File: config.mk
export PLATFORM = sky130hd
export DESIGN_NAME = marching_squares_outline
export DESIGN_NICKNAME = d
export VERILOG_FILES = /design/src/rtl/msq_pkg.sv /design/src/rtl/marching_squares_outline.sv /design/src/rtl/msq_ram.sv /design/src/rtl/msq_front.sv /design/src/rtl/msq_queue.sv /design/src/rtl/msq_back.sv
export SDC_FILE = /design/constraint.sdc
export NUM_CORES = 1
export LEC_CHECK = 0
export ABC_AREA = 1
export BUFFER_PORTS_ARGS = -buffer_cell sky130_fd_sc_hd__buf_2
export CAP_MARGIN = 20
export CORE_UTILIZATION = 43
export CTS_CLUSTER_DIAMETER = 200
export DETAILED_ROUTE_END_ITERATION = 10
export GPL_TIMING_DRIVEN = 0
export MAX_ROUTING_LAYER = met4
export PLACE_DENSITY = 0.66
export SLEW_MARGIN = 30
export SYNTH_ARGS = -nofsm -noshare
export SYNTH_HDL_FRONTEND = slang
export SYNTH_SLANG_ARGS = --single-unit
File: constraint.sdc
create_clock -name clk -period 13.05 [get_ports clk]
set_clock_uncertainty 0.05 [all_clocks]
set_input_delay 0 -clock clk [delete_from_list [all_inputs] [get_ports clk]]
set_output_delay 0 -clock clk [all_outputs]
set_load 0.01 [all_outputs]
File: src/rtl/msq_pkg.sv
package msq_pkg;

  // Field and register widths
  localparam int ALPHA_W       = 8;
  localparam int COLS_W        = 13;
  localparam int ROWS_W        = 9;
  localparam int ORIGIN_W      = 16;
  localparam int POINT_X_W     = 18;
  localparam int POINT_Y_W     = 19;
  localparam int IN_TDATA_W    = 8;
  localparam int OUT_TDATA_W   = 40;

  // Configuration port
  localparam int CFG_DATA_W = 32;
  localparam int CFG_ADDR_W = 4;
  localparam logic [1:0] REG_COLS     = 2'd0;
  localparam logic [1:0] REG_ROWS     = 2'd1;
  localparam logic [1:0] REG_ORIGIN_X = 2'd2;
  localparam logic [1:0] REG_ORIGIN_Y = 2'd3;

  localparam logic [COLS_W-1:0] RST_COLS = 13'd16;
  localparam logic [ROWS_W-1:0] RST_ROWS = 9'd16;

  // Parameter defaults
  localparam int DEF_MAX_WIDTH  = 4096;
  localparam int DEF_MAX_HEIGHT = 256;

  // Square coordinates in a job, sized for the largest parameter values
  localparam int SX_W = 16;
  localparam int SY_W = 12;

  localparam int QUEUE_DEPTH = 2;

  typedef struct packed {
    logic [COLS_W-1:0]   cols;
    logic [ROWS_W-1:0]   rows;
    logic [ORIGIN_W-1:0] origin_x;
    logic [ORIGIN_W-1:0] origin_y;
  } msq_cfg_t;

  // One pixel's work: the square above it (a) and the square below it (b).
  // kase_b is zero when the pixel does not end a column.
  typedef struct packed {
    logic [3:0]      kase_a;
    logic [3:0]      kase_b;
    logic [SX_W-1:0] sx;
    logic [SY_W-1:0] sy;
  } msq_job_t;

  localparam logic [2:0] PT_COUNT [16] = '{
    3'd0, 3'd2, 3'd2, 3'd2, 3'd2, 3'd4, 3'd2, 3'd2,
    3'd2, 3'd2, 3'd4, 3'd2, 3'd2, 3'd2, 3'd2, 3'd0
  };

  // Table points in half-pixel units
  localparam logic [1:0] PT_X [16][4] = '{
    '{2'd0, 2'd0, 2'd0, 2'd0},
    '{2'd0, 2'd1, 2'd0, 2'd0},
    '{2'd2, 2'd1, 2'd0, 2'd0},
    '{2'd0, 2'd2, 2'd0, 2'd0},
    '{2'd1, 2'd2, 2'd0, 2'd0},
    '{2'd0, 2'd1, 2'd1, 2'd2},
    '{2'd1, 2'd1, 2'd0, 2'd0},
    '{2'd0, 2'd1, 2'd0, 2'd0},
    '{2'd0, 2'd1, 2'd0, 2'd0},
    '{2'd1, 2'd1, 2'd0, 2'd0},
    '{2'd0, 2'd1, 2'd1, 2'd2},
    '{2'd1, 2'd2, 2'd0, 2'd0},
    '{2'd0, 2'd2, 2'd0, 2'd0},
    '{2'd2, 2'd1, 2'd0, 2'd0},
    '{2'd0, 2'd1, 2'd0, 2'd0},
    '{2'd0, 2'd0, 2'd0, 2'd0}
  };

  localparam logic [1:0] PT_Y [16][4] = '{
    '{2'd0, 2'd0, 2'd0, 2'd0},
    '{2'd1, 2'd2, 2'd0, 2'd0},
    '{2'd1, 2'd2, 2'd0, 2'd0},
    '{2'd1, 2'd1, 2'd0, 2'd0},
    '{2'd0, 2'd1, 2'd0, 2'd0},
    '{2'd1, 2'd0, 2'd2, 2'd1},
    '{2'd0, 2'd2, 2'd0, 2'd0},
    '{2'd1, 2'd0, 2'd0, 2'd0},
    '{2'd1, 2'd0, 2'd0, 2'd0},
    '{2'd0, 2'd2, 2'd0, 2'd0},
    '{2'd1, 2'd0, 2'd2, 2'd1},
    '{2'd0, 2'd1, 2'd0, 2'd0},
    '{2'd1, 2'd1, 2'd0, 2'd0},
    '{2'd1, 2'd2, 2'd0, 2'd0},
    '{2'd1, 2'd2, 2'd0, 2'd0},
    '{2'd0, 2'd0, 2'd0, 2'd0}
  };

endpackage

File: src/rtl/marching_squares_outline.sv
// Marching-squares outline tracer for one image cell. Alpha pixels stream in
// on s_* in column-major order (column 0 top to bottom, then column 1, ...),
// followed by one pad column as tall as the cell whose alpha is ignored.
// A pixel is set when its alpha is nonzero. Every 2x2 square yields 0, 2 or 4
// outline points in half-pixel units, offset by the cell origin, with y
// negated; they leave on m_* one word per cycle while m_tready is high,
// m_tlast marking the last point caused by an input pixel. The front accepts
// one pixel per cycle as long as its two-entry job queue has room; the back
// emits one point per cycle while m_tready is high. A pixel owes its points
// (typically 2, at most 6) as one job, a pixel that owes no points pushes no
// job, and the point generator sets the sustained rate. After reset the
// front sweeps all MAX_HEIGHT entries (256 by default) of the column memory
// to zero with s_tready low; configuration writes are taken throughout.
// Program the APB registers only while the block is idle: width in pixels
// at 0x0, height in pixels at 0x4, origin_x at 0x8, origin_y at 0xC.
module marching_squares_outline #(
  parameter int MAX_WIDTH  = msq_pkg::DEF_MAX_WIDTH,
  parameter int MAX_HEIGHT = msq_pkg::DEF_MAX_HEIGHT
) (
  input  logic                             clk,
  input  logic                             rst,
  // pixel stream
  input  logic                             s_tvalid,
  output logic                             s_tready,
  input  logic [msq_pkg::IN_TDATA_W-1:0]   s_tdata,   // [7:0] alpha
  // point stream
  output logic                             m_tvalid,
  input  logic                             m_tready,
  output logic [msq_pkg::OUT_TDATA_W-1:0]  m_tdata,   // [17:0] point_x, [36:18] point_y
  output logic                             m_tlast,
  // configuration
  input  logic                             psel,
  input  logic                             penable,
  input  logic                             pwrite,
  input  logic [msq_pkg::CFG_ADDR_W-1:0]   paddr,
  input  logic [msq_pkg::CFG_DATA_W-1:0]   pwdata,
  output logic [msq_pkg::CFG_DATA_W-1:0]   prdata,
  output logic                             pready
);
  import msq_pkg::*;

  msq_cfg_t             cfg;
  logic                 cfg_wr;
  logic [1:0]           reg_sel;
  logic                 job_push, job_full, job_valid, job_pop;
  msq_job_t             job_in, job_out;
  logic [POINT_X_W-1:0] point_x;
  logic [POINT_Y_W-1:0] point_y;

  // Register file: write on the access phase, zero wait states
  assign pready  = 1'b1;
  assign reg_sel = paddr[3:2];
  assign cfg_wr  = psel && penable && pwrite && pready;

  always_ff @(posedge clk) begin
    if (rst) begin
      cfg.cols     <= RST_COLS;
      cfg.rows     <= RST_ROWS;
      cfg.origin_x <= '0;
      cfg.origin_y <= '0;
    end else if (cfg_wr) begin
      unique case (reg_sel)
        REG_COLS:     cfg.cols     <= pwdata[COLS_W-1:0];
        REG_ROWS:     cfg.rows     <= pwdata[ROWS_W-1:0];
        REG_ORIGIN_X: cfg.origin_x <= pwdata[ORIGIN_W-1:0];
        REG_ORIGIN_Y: cfg.origin_y <= pwdata[ORIGIN_W-1:0];
        default: ;
      endcase
    end
  end

  always_comb begin
    unique case (reg_sel)
      REG_COLS:     prdata = CFG_DATA_W'(cfg.cols);
      REG_ROWS:     prdata = CFG_DATA_W'(cfg.rows);
      REG_ORIGIN_X: prdata = CFG_DATA_W'(cfg.origin_x);
      REG_ORIGIN_Y: prdata = CFG_DATA_W'(cfg.origin_y);
      default:      prdata = '0;
    endcase
  end

  // Front: track row and column, look up the left neighbor, classify squares
  msq_front #(
    .MAX_WIDTH  (MAX_WIDTH),
    .MAX_HEIGHT (MAX_HEIGHT)
  ) u_front (
    .clk       (clk),
    .rst       (rst),
    .cfg       (cfg),
    .pix_valid (s_tvalid),
    .pix_ready (s_tready),
    .alpha     (s_tdata[ALPHA_W-1:0]),
    .job_push  (job_push),
    .job       (job_in),
    .job_full  (job_full)
  );

  // Short queue: let the front run ahead while the back drains points
  msq_queue #(
    .WIDTH ($bits(msq_job_t)),
    .DEPTH (QUEUE_DEPTH)
  ) u_queue (
    .clk   (clk),
    .rst   (rst),
    .push  (job_push),
    .wdata (job_in),
    .full  (job_full),
    .pop   (job_pop),
    .valid (job_valid),
    .rdata (job_out)
  );

  // Back: expand each job into its table points, one per cycle while m_tready is high
  msq_back u_back (
    .clk       (clk),
    .rst       (rst),
    .cfg       (cfg),
    .job_valid (job_valid),
    .job       (job_out),
    .job_pop   (job_pop),
    .pt_valid  (m_tvalid),
    .pt_ready  (m_tready),
    .point_x   (point_x),
    .point_y   (point_y),
    .last      (m_tlast)
  );

  assign m_tdata = {{(OUT_TDATA_W - POINT_X_W - POINT_Y_W){1'b0}}, point_y, point_x};

endmodule

File: src/rtl/msq_ram.sv
module msq_ram #(
  parameter int WIDTH = 1,
  parameter int DEPTH = 256
) (
  input  logic                     clk,
  input  logic                     we,
  input  logic [$clog2(DEPTH)-1:0] waddr,
  input  logic [WIDTH-1:0]         wdata,
  input  logic [$clog2(DEPTH)-1:0] raddr,
  output logic [WIDTH-1:0]         rdata
);

  logic [WIDTH-1:0] mem [DEPTH];

  // Read returns the old contents on a same-address write
  always_ff @(posedge clk) begin
    if (we) begin
      mem[waddr] <= wdata;
    end
    rdata <= mem[raddr];
  end

endmodule

File: src/rtl/msq_front.sv
module msq_front #(
  parameter int MAX_WIDTH  = msq_pkg::DEF_MAX_WIDTH,
  parameter int MAX_HEIGHT = msq_pkg::DEF_MAX_HEIGHT
) (
  input  logic                          clk,
  input  logic                          rst,
  input  msq_pkg::msq_cfg_t             cfg,
  input  logic                          pix_valid,
  output logic                          pix_ready,
  input  logic [msq_pkg::ALPHA_W-1:0]   alpha,
  output logic                          job_push,
  output msq_pkg::msq_job_t             job,
  input  logic                          job_full
);
  import msq_pkg::*;

  localparam int RW = $clog2(MAX_HEIGHT);
  localparam int HW = $clog2(MAX_HEIGHT + 1);
  localparam int CW = $clog2(MAX_WIDTH + 1);

  logic [RW-1:0] row, row_next, clr_addr;
  logic [CW-1:0] col, col_next;
  logic [CW-1:0] w_eff;
  logic [HW-1:0] h_eff;
  logic          clearing;
  logic          left_above, cur_above;
  logic          fwd, fwd_bit;
  logic          accept, pix_bit, left, last_row;
  logic          we, wdata;
  logic [RW-1:0] waddr, raddr;
  logic [0:0]    rdata;
  logic [3:0]    kase_a, kase_b;
  logic [2:0]    n_pts;

  always_comb begin
    if (cfg.cols == '0) begin
      w_eff = CW'(1);
    end else if (32'(cfg.cols) > 32'(MAX_WIDTH)) begin
      w_eff = CW'(MAX_WIDTH);
    end else begin
      w_eff = CW'(cfg.cols);
    end
    if (cfg.rows == '0) begin
      h_eff = HW'(1);
    end else if (32'(cfg.rows) > 32'(MAX_HEIGHT)) begin
      h_eff = HW'(MAX_HEIGHT);
    end else begin
      h_eff = HW'(cfg.rows);
    end
  end

  assign pix_ready = !clearing && !job_full;
  assign accept    = pix_valid && pix_ready;

  assign left     = fwd ? fwd_bit : rdata[0];
  assign pix_bit  = (col < w_eff) && (alpha != '0);
  assign last_row = (HW'(row) + HW'(1)) >= h_eff;

  assign kase_a = (col != '0 && row != '0) ? {left_above, cur_above, pix_bit, left} : 4'd0;
  assign kase_b = (col != '0 && last_row) ? {left, pix_bit, 2'b00} : 4'd0;
  assign n_pts  = PT_COUNT[kase_a] + PT_COUNT[kase_b];

  assign job.kase_a = kase_a;
  assign job.kase_b = kase_b;
  assign job.sx     = SX_W'(col - CW'(1));
  assign job.sy     = SY_W'(row);
  assign job_push   = accept && (n_pts != 3'd0);

  always_comb begin
    if (last_row) begin
      row_next = '0;
      col_next = (col >= w_eff) ? '0 : col + CW'(1);
    end else begin
      row_next = row + RW'(1);
      col_next = col;
    end
  end

  // Prefetch the stored bit of the row the next pixel lands on
  assign raddr = accept ? row_next : row;
  assign we    = clearing || accept;
  assign waddr = clearing ? clr_addr : row;
  assign wdata = clearing ? 1'b0 : pix_bit;

  msq_ram #(
    .WIDTH (1),
    .DEPTH (MAX_HEIGHT)
  ) u_col_ram (
    .clk   (clk),
    .we    (we),
    .waddr (waddr),
    .wdata (wdata),
    .raddr (raddr),
    .rdata (rdata)
  );

  always_ff @(posedge clk) begin
    if (rst) begin
      clearing   <= 1'b1;
      clr_addr   <= '0;
      row        <= '0;
      col        <= '0;
      left_above <= 1'b0;
      cur_above  <= 1'b0;
      fwd        <= 1'b0;
      fwd_bit    <= 1'b0;
    end else begin
      fwd     <= we && (waddr == raddr);
      fwd_bit <= wdata;
      if (clearing) begin
        clr_addr <= clr_addr + RW'(1);
        if (clr_addr == RW'(MAX_HEIGHT - 1)) begin
          clearing <= 1'b0;
        end
      end
      if (accept) begin
        row        <= row_next;
        col        <= col_next;
        left_above <= left;
        cur_above  <= pix_bit;
      end
    end
  end

endmodule

File: src/rtl/msq_queue.sv
module msq_queue #(
  parameter int WIDTH = 8,
  parameter int DEPTH = 2
) (
  input  logic             clk,
  input  logic             rst,
  input  logic             push,
  input  logic [WIDTH-1:0] wdata,
  output logic             full,
  input  logic             pop,
  output logic             valid,
  output logic [WIDTH-1:0] rdata
);

  localparam int PW = (DEPTH > 1) ? $clog2(DEPTH) : 1;
  localparam int NW = $clog2(DEPTH + 1);

  logic [WIDTH-1:0] slot [DEPTH];
  logic [PW-1:0]    wr_ptr, rd_ptr;
  logic [NW-1:0]    fill;
  logic             do_push, do_pop;

  assign full    = (fill == NW'(DEPTH));
  assign valid   = (fill != '0);
  assign rdata   = slot[rd_ptr];
  assign do_push = push && !full;
  assign do_pop  = pop && valid;

  always_ff @(posedge clk) begin
    if (do_push) begin
      slot[wr_ptr] <= wdata;
    end
  end

  always_ff @(posedge clk) begin
    if (rst) begin
      wr_ptr <= '0;
      rd_ptr <= '0;
      fill   <= '0;
    end else begin
      if (do_push) begin
        wr_ptr <= (wr_ptr == PW'(DEPTH - 1)) ? '0 : wr_ptr + PW'(1);
      end
      if (do_pop) begin
        rd_ptr <= (rd_ptr == PW'(DEPTH - 1)) ? '0 : rd_ptr + PW'(1);
      end
      if (do_push && !do_pop) begin
        fill <= fill + NW'(1);
      end else if (do_pop && !do_push) begin
        fill <= fill - NW'(1);
      end
    end
  end

endmodule

File: src/rtl/msq_back.sv
module msq_back (
  input  logic                          clk,
  input  logic                          rst,
  input  msq_pkg::msq_cfg_t             cfg,
  input  logic                          job_valid,
  input  msq_pkg::msq_job_t             job,
  output logic                          job_pop,
  output logic                          pt_valid,
  input  logic                          pt_ready,
  output logic [msq_pkg::POINT_X_W-1:0] point_x,
  output logic [msq_pkg::POINT_Y_W-1:0] point_y,
  output logic                          last
);
  import msq_pkg::*;

  logic [2:0]          k;
  logic [2:0]          cnt_a, n_pts;
  logic                is_a, is_last, load;
  logic [1:0]          idx;
  logic [3:0]          kase;
  logic [SY_W-1:0]     sy;
  logic [ORIGIN_W:0]   sum_x, sum_y;
  logic [POINT_X_W-1:0] px, py;

  assign cnt_a   = PT_COUNT[job.kase_a];
  assign n_pts   = cnt_a + PT_COUNT[job.kase_b];
  assign is_a    = k < cnt_a;
  assign idx     = is_a ? k[1:0] : 2'(k - cnt_a);
  assign kase    = is_a ? job.kase_a : job.kase_b;
  assign sy      = is_a ? job.sy - SY_W'(1) : job.sy;
  assign is_last = (k == n_pts - 3'd1);

  assign sum_x = (ORIGIN_W + 1)'(cfg.origin_x) + (ORIGIN_W + 1)'(job.sx);
  assign sum_y = (ORIGIN_W + 1)'(cfg.origin_y) + (ORIGIN_W + 1)'(sy);
  assign px    = {sum_x, 1'b0} + POINT_X_W'(PT_X[kase][idx]);
  assign py    = {sum_y, 1'b0} + POINT_X_W'(PT_Y[kase][idx]);

  // Fill the output register from a waiting job whenever it is empty or being drained
  assign load    = job_valid && (!pt_valid || pt_ready);
  assign job_pop = load && is_last;

  always_ff @(posedge clk) begin
    if (load) begin
      point_x <= px;
      point_y <= POINT_Y_W'(0) - POINT_Y_W'(py);
      last    <= is_last;
    end
  end

  always_ff @(posedge clk) begin
    if (rst) begin
      k        <= '0;
      pt_valid <= 1'b0;
    end else begin
      if (load) begin
        pt_valid <= 1'b1;
        k        <= is_last ? 3'd0 : k + 3'd1;
      end else if (pt_ready) begin
        pt_valid <= 1'b0;
      end
    end
  end

endmodule

After elaboration in Yosys (flattened, before gate mapping)
Memory sizes are Yosys's and may differ from the RTL's. A register that Yosys moved wholly into a read port is not among the register bits.
Index checks and enable logic that the tools add are counted.
Word-level totals
  register bits after elaboration: 134
  memory bits (writable): 320
  ROM bits: 448
  input port bits: 51
  output and inout port bits: 76
  logic and storage cells: 159
  memories: 8
Memory list
  u_front.u_col_ram.mem: words 256, bits a word 1, read ports 1, clocked after memory_dff 1, wr ports 1, RTL line msq_ram.sv:13  | logic [WIDTH-1:0] mem [DEPTH];
  (no name shown): words 16, bits a word 8, read ports 1, clocked after memory_dff 0, wr ports 0, RTL line msq_back.sv:35  | assign px = {sum_x, 1'b0} + POINT_X_W'(PT_X[kase][idx]);
  (no name shown): words 16, bits a word 8, read ports 1, clocked after memory_dff 0, wr ports 0, RTL line msq_back.sv:36  | assign py = {sum_y, 1'b0} + POINT_X_W'(PT_Y[kase][idx]);
  u_queue.slot: words 2, bits a word 32, read ports 1, clocked after memory_dff 1, wr ports 1, RTL line msq_queue.sv:18  | logic [WIDTH-1:0] slot [DEPTH];
  (no name shown): words 16, bits a word 3, read ports 1, clocked after memory_dff 0, wr ports 0, RTL line msq_back.sv:25  | assign cnt_a = PT_COUNT[job.kase_a];
  (no name shown): words 16, bits a word 3, read ports 1, clocked after memory_dff 0, wr ports 0, RTL line msq_front.sv:61  | assign n_pts = PT_COUNT[kase_a] + PT_COUNT[kase_b];
  2 more memories
Cells by class
  $add $sub $neg: 20
  magnitude comparators: 12
  equality and inequality tests: 7
  multiplexer cells: 49
  bitwise logic cells: 6
  reductions and logical operators: 37
Operators with widths (count)
  $pmux 32 s4: 1
  $mux 8: 7
  $mux 13: 3
  $add 18x2->18: 2
  $mux 3: 9
  $ge 5x5->1 const B: 5
  $not 4->5: 5
  $sub 1x18->19 const A: 1
  $mux 9: 2
  $add 16x12->17: 1
  $add 16x16->17: 1
  $add 8x1->8 const B: 2
  $reduce_bool 8->1: 2
  $logic_and 1x1->1: 15
  $mux 1: 14
  $mux 2: 7
  $sub 13x1->14 const B: 1
  $add 13x1->13 const B: 1
  $ge 13x13->1: 1
  $gt 13x13->1 const B: 1
  $logic_not 13->1: 1
  $lt 13x13->1: 1
  $reduce_bool 13->1: 1
  $mux 12: 1
  28 further kinds: 46

Logic depth before layout (Yosys ltp)
Gate-level depths: netlist of run 1.
  word-level depth: 18
  mapped depth: 35
  depth with buffers taken out: 35

Hierarchy
Synthesis of run 1 repeated with hierarchy kept, for this count alone.
Second synthesis, totals
  cells, all modules: 2976
  area, all modules: 25569.5 µm²
By module, submodules not included
  msq_ram: times used 1, cells each 1184, area an instance 11717.5 µm², seq. area each 7707.4 µm²
  msq_back: times used 1, cells each 704, area an instance 4888.4 µm², seq. area each 1221.2 µm²
  msq_front: times used 1, cells each 528, area an instance 3270.6 µm², seq. area each 680.7 µm²
  msq_queue: times used 1, cells each 149, area an instance 2995.4 µm², seq. area each 2262.2 µm²
  marching_squares_outline: times used 1, cells each 411, area an instance 2697.6 µm², seq. area each 1081.0 µm²

Worst setup path after synthesis of run 1
OpenSTA, ideal clock, no wires.
  path kind: reg-to-reg
  start point: register, netlist name cfg[45]
  end point: memory u_front.u_col_ram.mem[0], data pin
  setup time: 1393 ps
  arrival: 8317 ps
  required time: 11607 ps
  path slack: 3290 ps
  cell stages (with the launch flop): 15
  buffers on the path: 0
  clock period less this slack: 9760 ps
  cell sequence: dfxtp_1 -> or4_1 -> nor4_1 -> a21oi_1 -> clkinv_1 -> nand2_1 -> ha_1 -> a21oi_1 -> o21ai_0 -> a21oi_1 -> nor2_1 -> o21ai_0 -> and2_1 -> nand2_1 -> nor2_1
Between the ends
  longest elaborated chain between the ends: 6
  elaborated cells on any way between the ends: 7
  those cells by class: order compare (2); mux (3); reduce/logical (2)
Ends and longest elaborated chain
  $gt 13x13->1: RTL line msq_front.sv:38  | end else if (32'(cfg.cols) > 32'(MAX_WIDTH)) begin
  $mux 13: RTL line msq_front.sv:38
  $mux 13 (*): RTL line msq_front.sv:36  | if (cfg.cols == '0) begin
  $lt 13x13->1 (*): RTL line msq_front.sv:56  | assign pix_bit = (col < w_eff) && (alpha != '0);
  $logic_and 1x1->1 (*): RTL line msq_front.sv:56
  $mux 1 (*): RTL line msq_front.sv:83  | assign wdata = clearing ? 1'b0 : pix_bit;
  net u_front.u_col_ram.wdata: RTL line msq_ram.sv:8  | input logic [WIDTH-1:0] wdata,
  to (decl): RTL line msq_ram.sv:13
The timed path passes the listed nets; every way through them passes the cells marked *.

==> results of run 1 <==
-- cell families (layout without fill, tap and decap cells) --
family | Yosys count | count (layout) | synth area share
multiplexers | 17 | 17 | 0.00780
flip-flops | 448 | 448 | 0.515
buffers and inverters | 463 | 680 | 0.0761
AND/OR/NAND/NOR | 1525 | 1525 | 0.269
other | 2 | 20 | 0.000310
adder cells (fa/ha/maj) | 77 | 77 | 0.0404
AO/OA/AOI/OAI | 231 | 231 | 0.0534
XOR/XNOR | 89 | 89 | 0.0381
-- final cells by class --
class,instances,area (sq um)
Buffer,133,604
Clock buffer,66,1350
Clock inverter,26,203
Fill cell,5244,27600
Inverter,330,1240
Multi-Input combinational cell,1959,10000
Sequential cell,448,12500
Tap cell,748,936
Timing Repair Buffer,125,1010
-- worst max-delay path by stage --
stage / to / slack (ps) / cells past startpoint
after floorplan: u_front.u_col_ram.mem[0] / 3290 / 14
after global placement: u_front.u_col_ram.mem[127] / -1620 / 14
after detailed placement: u_back.point_x[13] / 6810 / 25
after CTS: u_back.point_x[13] / 6720 / 25
after global routing: u_back.point_x[13] / 6370 / 25
final: u_back.point_x[13] / 6720 / 25
-- metrics by stage --
stage | utilization | TNS [ps] | power (W) | instance area (sq um)
floorplan | - | 0 | 0.00162 | 24300
global placement | 0.463 | -413430 | 0.00165 | 25700
detailed placement | 0.470 | 0 | 0.00166 | 26000
CTS | 0.502 | 0 | 0.00300 | 27800
global route | 0.502 | 0 | 0.00306 | 27800
finish | 0.502 | 0 | 0.00298 | 27800
-- power groups by stage --
stage	clock (W)	combinational [W]	sequential, W
global placement	0	0.0000943	0.00156
floorplan	0	0.0000627	0.00156
CTS	0.00136	0.000102	0.00153
finish	0.00135	0.000104	0.00153
detailed placement	0	0.0000963	0.00156
global route	0.00142	0.000113	0.00153
-- sequential cells by signal (all words and copies together) (netlist names), named ones only --
name,cells
u_front.cur_above,1
u_back.point_y,19
u_front.u_col_ram.mem,256
u_back.last,1
u_back.k,3
u_front.row,8
u_back.pt_valid,1
u_front.fwd_bit,1
u_front.col,13
u_front.u_col_ram.rdata,1
u_queue.fill,2
u_front.clearing,1
u_front.clr_addr,8
u_queue.slot,56
u_queue.wr_ptr,1
u_front.left_above,1
cfg,54
u_back.point_x,18
u_queue.rd_ptr,1
u_front.fwd,1
-- synth_stat cells (6+ instances only) --
cell type  count
nand2_1      602
dfxtp_1       98
o211ai_1       9
nand3_1      285
nor4_1        12
xnor2_1       19
inv_2         12
nand3b_1      23
nand3_2        7
nor2_2        10
buf_2         21
nand2_2       14
clkbuf_1      85
nor3_1        25
o21ai_1        6
xor2_2         8
a21oi_1       61
inv_1        313
buf_4         21
or2_2          7
o21ai_0      120
mux2_2        15
edfxtp_1     350
nor2_1       488
xor2_1        57
ha_1          75
nand4_1       32
buf_1          6
-- layer usage --
metal  GRT usage  wire length (um)  vias up
li1            -                 -     9706
met1       0.318             29200     9463
met2       0.418             33300      875
met3      0.0372              5420      187
met4      0.0956              2760        0
met5           -                 0        -
-- tightest hold or removal path, stage by stage --
cell and delay [ps]:
buf_2 100, nand3_1 190, nor2_1 190, nand2_1 100
nand3_1 80
==> impl_metrics.ini, run 1 <==
[global_route]
grt_pass1_wl_um = 108000
grt_max_degree = 40
grt_pass1_vias = 19300
gr-total-overflow = 0
track_usage = 0.255
antenna_found_initial = 0

[logic_synthesis]
syn-mean-instance-area_sq_um = 8.50
ys_seq_area_frac = 0.515
ys.flop_type = edfxtp_1
async_reset_ff_frac = 0
synth_warnings = 0
ys_seq_elements = 448
synth_top_area_cell = edfxtp_1
synth-edff-count = 350
synthCells = 2852
ys_types = 60
synth_area_leaders = edfxtp_1 43%, nand2_1 9.3%, dfxtp_1 8.1%, nor2_1 7.6%, nand3_1 5.9%
synth_top_area_share = 0.434
synth_area_sq_um = 24200

[power_and_ir_drop]
power_frac_clock = 0.452
ir_worst_vdd_uv = 108
p_switching_w = 0.000669
power_density_nw_per_um2 = 107
seqPwrFrac = 0.513
p_int_w = 0.00231
p_sw_frac = 0.225
p_leak_nw = 11.5
comb_power_share = 0.035

[timing]
setup_viol = 0
whs_ps = 75.6
max_freq_mhz = 158
finalCriticalPeriod_ps = 6330
final-hold-violation-count = 0
maxSlewHeadroom = 0.361
maxSlewViolCount = 0
fin_ws_ps = 6720
rsz0062_at_grt = false
fin_crit_sh = 0.485
worstMarginPinSlew_ps = 959

[placement]
place_congestion = 0.976
port_buffers = 88
pre_cts_ws_ps = 6810
place_inst = 3718
dp.final_hpwl_um = 50100

[cts]
clockRootBuffer = clkbuf_16
cts_tree = yes
hold_buffers = 25
clk_pin_slew_ps = 60
postCtsSetupRepairBufs = 0
worstSkewPairLatency_ps = 620
post_cts_resized = 0
clock_tree.buffer_depth = 3
htreeDepth = 2
cts.sinks = 448
numCtsBuffers = 50

[setup_path]
critPathSlowestCell = nor4_1
crit_buf_inv = 3
cp_max_fo = 10
critical_path.max_stage_delay_ps = 770
critPathKind = flip-flop to flip-flop
crit_path_start_kind = flip-flop
cp.required_ps = 13330
crit_top_cell = nand2_1
reg2reg_slack_ps = 6720
crit_family = simple AND/OR/NAND/NOR gates
arrival_ps = 6610
cp-end-kind = flip-flop
r2r_end = u_back.point_x[13]
reg2regPathDepth = 25

[min_path]
hold-path-cell-count = 5
min_to = cfg[36]
hold_start = psel
hp-class = input port to flip-flop

[floorplan]
die_w_um = 239
pin_count = 127
die_area_sq_um = 57300
initial_core_util = 0.437
die_h_um = 239
core_sq_um = 55400
rows = 86

[drt]
wl_um = 70600
via_count = 20200
drt_pre_antenna_iters = 5
drc = 0
viasPerCell = 5.28
drtIter0Drc = 2200
final_antenna_net_count = 0
wl_per_cell_um = 18.4

[layout]
layout_common_cells = 602 x nand2_1, 485 x nor2_1, 350 x edfxtp_1
antenna_cells = 0
stdcell_count = 3835
syn2layout_area_growth_pct = 14.9
drive_gt1_frac = 0.102
final_common_cell = nand2_1
finalNetCount = 3175

[run_status]
status = complete, no violations

[job]
cap_violations = 0
(Power assumes the default switching activity.)
==> run 2: changes to the inputs <==
==> constraint.sdc (replaced) <==
create_clock -name clk -period 6.5 [get_ports clk]
set_clock_uncertainty 0.05 [all_clocks]
set_input_delay 0 -clock clk [delete_from_list [all_inputs] [get_ports clk]]
set_output_delay 0 -clock clk [all_outputs]
set_load 0.01 [all_outputs]
==> run 2 against run 1 <==
Critical path depth did not move; highest routed layer unchanged; core utilization is 0.15 points higher; clock-buffer cell count decreased by 6.
==> impl_metrics.ini, run 2 (synthesis gave the netlist of run 1 again) <==
[power_and_ir_drop]
total_power_w = 0.00608
p_leak_nw = 11.5
power_density_nw_per_um2 = 218
ir_worst_vdd_uv = 233

[layout]
layout_common_cells = 602 x nand2_1, 485 x nor2_1, 350 x edfxtp_1
design_area_sq_um = 27900
largest_register = u_front.u_col_ram.mem
antenna_cells = 0
stdcell_count = 3835
final_common_cell = nand2_1
reg_top3 = u_front.u_col_ram.mem: 256 flops, u_queue.slot: 56 flops, cfg: 54 flops
finalNetCount = 3175
syn2layout_area_growth_pct = 15.2
largest_reg_flops = 256
drive_gt1_frac = 0.105
fin_util = 0.504

[setup_path]
cp_max_fo = 10
critPathSlowestCell = nor4_2
reg2reg_slack_ps = 710
cp.required_ps = 6790
r2r_end = u_back.point_x[13]
crit_end = u_back.point_x[13]
critical_path.max_stage_delay_ps = 520
crit_top_cell = nand2_1
cp-end-kind = flip-flop
crit_path_start_kind = flip-flop
critPathKind = flip-flop to flip-flop
reg2regPathDepth = 25
arrival_ps = 6080

[timing]
maxSlewViolCount = 0
fin_ws_ps = 707
max_freq_mhz = 173
rsz0062_at_grt = false
worstMarginPinSlew_ps = 1060
final-hold-violation-count = 0
fin_crit_sh = 0.891
finalCriticalPeriod_ps = 5790
maxSlewHeadroom = 0.287
setup_viol = 0

[placement]
place_inst = 3719
postPlaceCellArea_sq_um = 26100
port_buffers = 88
place_congestion = 0.989
dp.final_hpwl_um = 50100
pre_cts_ws_ps = 192

[job]
cap_violations = 0

[global_route]
grt_pass1_wl_um = 107000
grt_max_degree = 38
gr-total-overflow = 0
grt_pass1_vias = 19100
track_usage = 0.252
antenna_found_initial = 0

[floorplan]
rows = 86
die_w_um = 239
core_sq_um = 55400
pin_count = 127
die_h_um = 239
initial_core_util = 0.437
die_area_sq_um = 57300

[drt]
drc = 0
wl_per_cell_um = 18.4
wl_um = 70400
drtIter0Drc = 2126
drt_pre_antenna_iters = 6
via_count = 20300
final_antenna_net_count = 0
viasPerCell = 5.31

[cts]
clockRootBuffer = clkbuf_16
cts.sinks = 448
clock_tree.buffer_depth = 3
numCtsBuffers = 49
clk_pin_slew_ps = 60
cts_tree = yes
worstSkewPairLatency_ps = 620
postCtsSetupRepairBufs = 0
htreeDepth = 2

[run_status]
status = complete, no violations

[min_path]
hp-class = input port to flip-flop
## run 2: changes by cell type in the layout (fill, tap and decap cells not counted), sizes merged
cell      delta
buf          +1
bufinv       +3
clkinv       -3
clkinvlp     +1
clkbuf       -6
inv          +4
## run 2: layer usage
metal | vias to the layer above | global-route usage | wire (um) | part of all wire
li1 | 9706 | - | - | -
met1 | 9601 | 0.313 | 28700 | 0.41
met2 | 877 | 0.416 | 33300 | 0.47
met3 | 162 | 0.0369 | 5730 | 0.081
met4 | 0 | 0.0950 | 2680 | 0.038
met5 | - | - | 0 | 0
## run 2: layout make-up
type,instances,area [sq um]
timing repair buffer,126,1050
inverter,330,1240
multi-input combinational,1959,10000
clock inverter,31,287
clock buffer,60,1300
tap,748,936
sequential,448,12500
fill,5177,27500
buffer,133,604
## run 2: power breakdown
part,internal [W],switching (W),total (W)
clock network,0.00159,0.00121,0.00280
registers,0.00306,0.0000111,0.00307
logic,0.0000698,0.000139,0.000209
total,0.00472,0.00136,0.00608
## run 2: worst max-delay path: cells and delay by family, from the launching register on
family	cells	cell delay (ps)
fa+ha+maj	4	910
buf+inv	3	420
xor+xnor	1	140
simple gates	11	1960
mux	1	380
flops	1	340
compound gates	5	1340
## run 2: worst min path at each step
stage                from  endpoint  cells after the start
2_1_floorplan   pwdata[4]   cfg[45]                      2
5_1_grt            pwrite    cfg[0]                      5
3_5_place_dp   pwdata[13]   cfg[29]                      3
4_1_cts            pwrite    cfg[1]                      5
6_report           pwrite    cfg[1]                      5
3_3_place_gp   pwdata[15]   cfg[31]                      3
## run 2: repair_timing
action | CTS | global route
endpoints found under the setup margin | 0 | 3
hold endpoints to repair | 59 | 0
hold buffers | 25 | 0
resized for setup | 0 | 2
## run 2: stage by stage
stage	hold slack, ps	setup TNS (ps)
floorplan	76.3	0
global placement	239	-172250
detailed placement	247	0
CTS	1.14	0
global route	81.7	0
finish	57.1	0
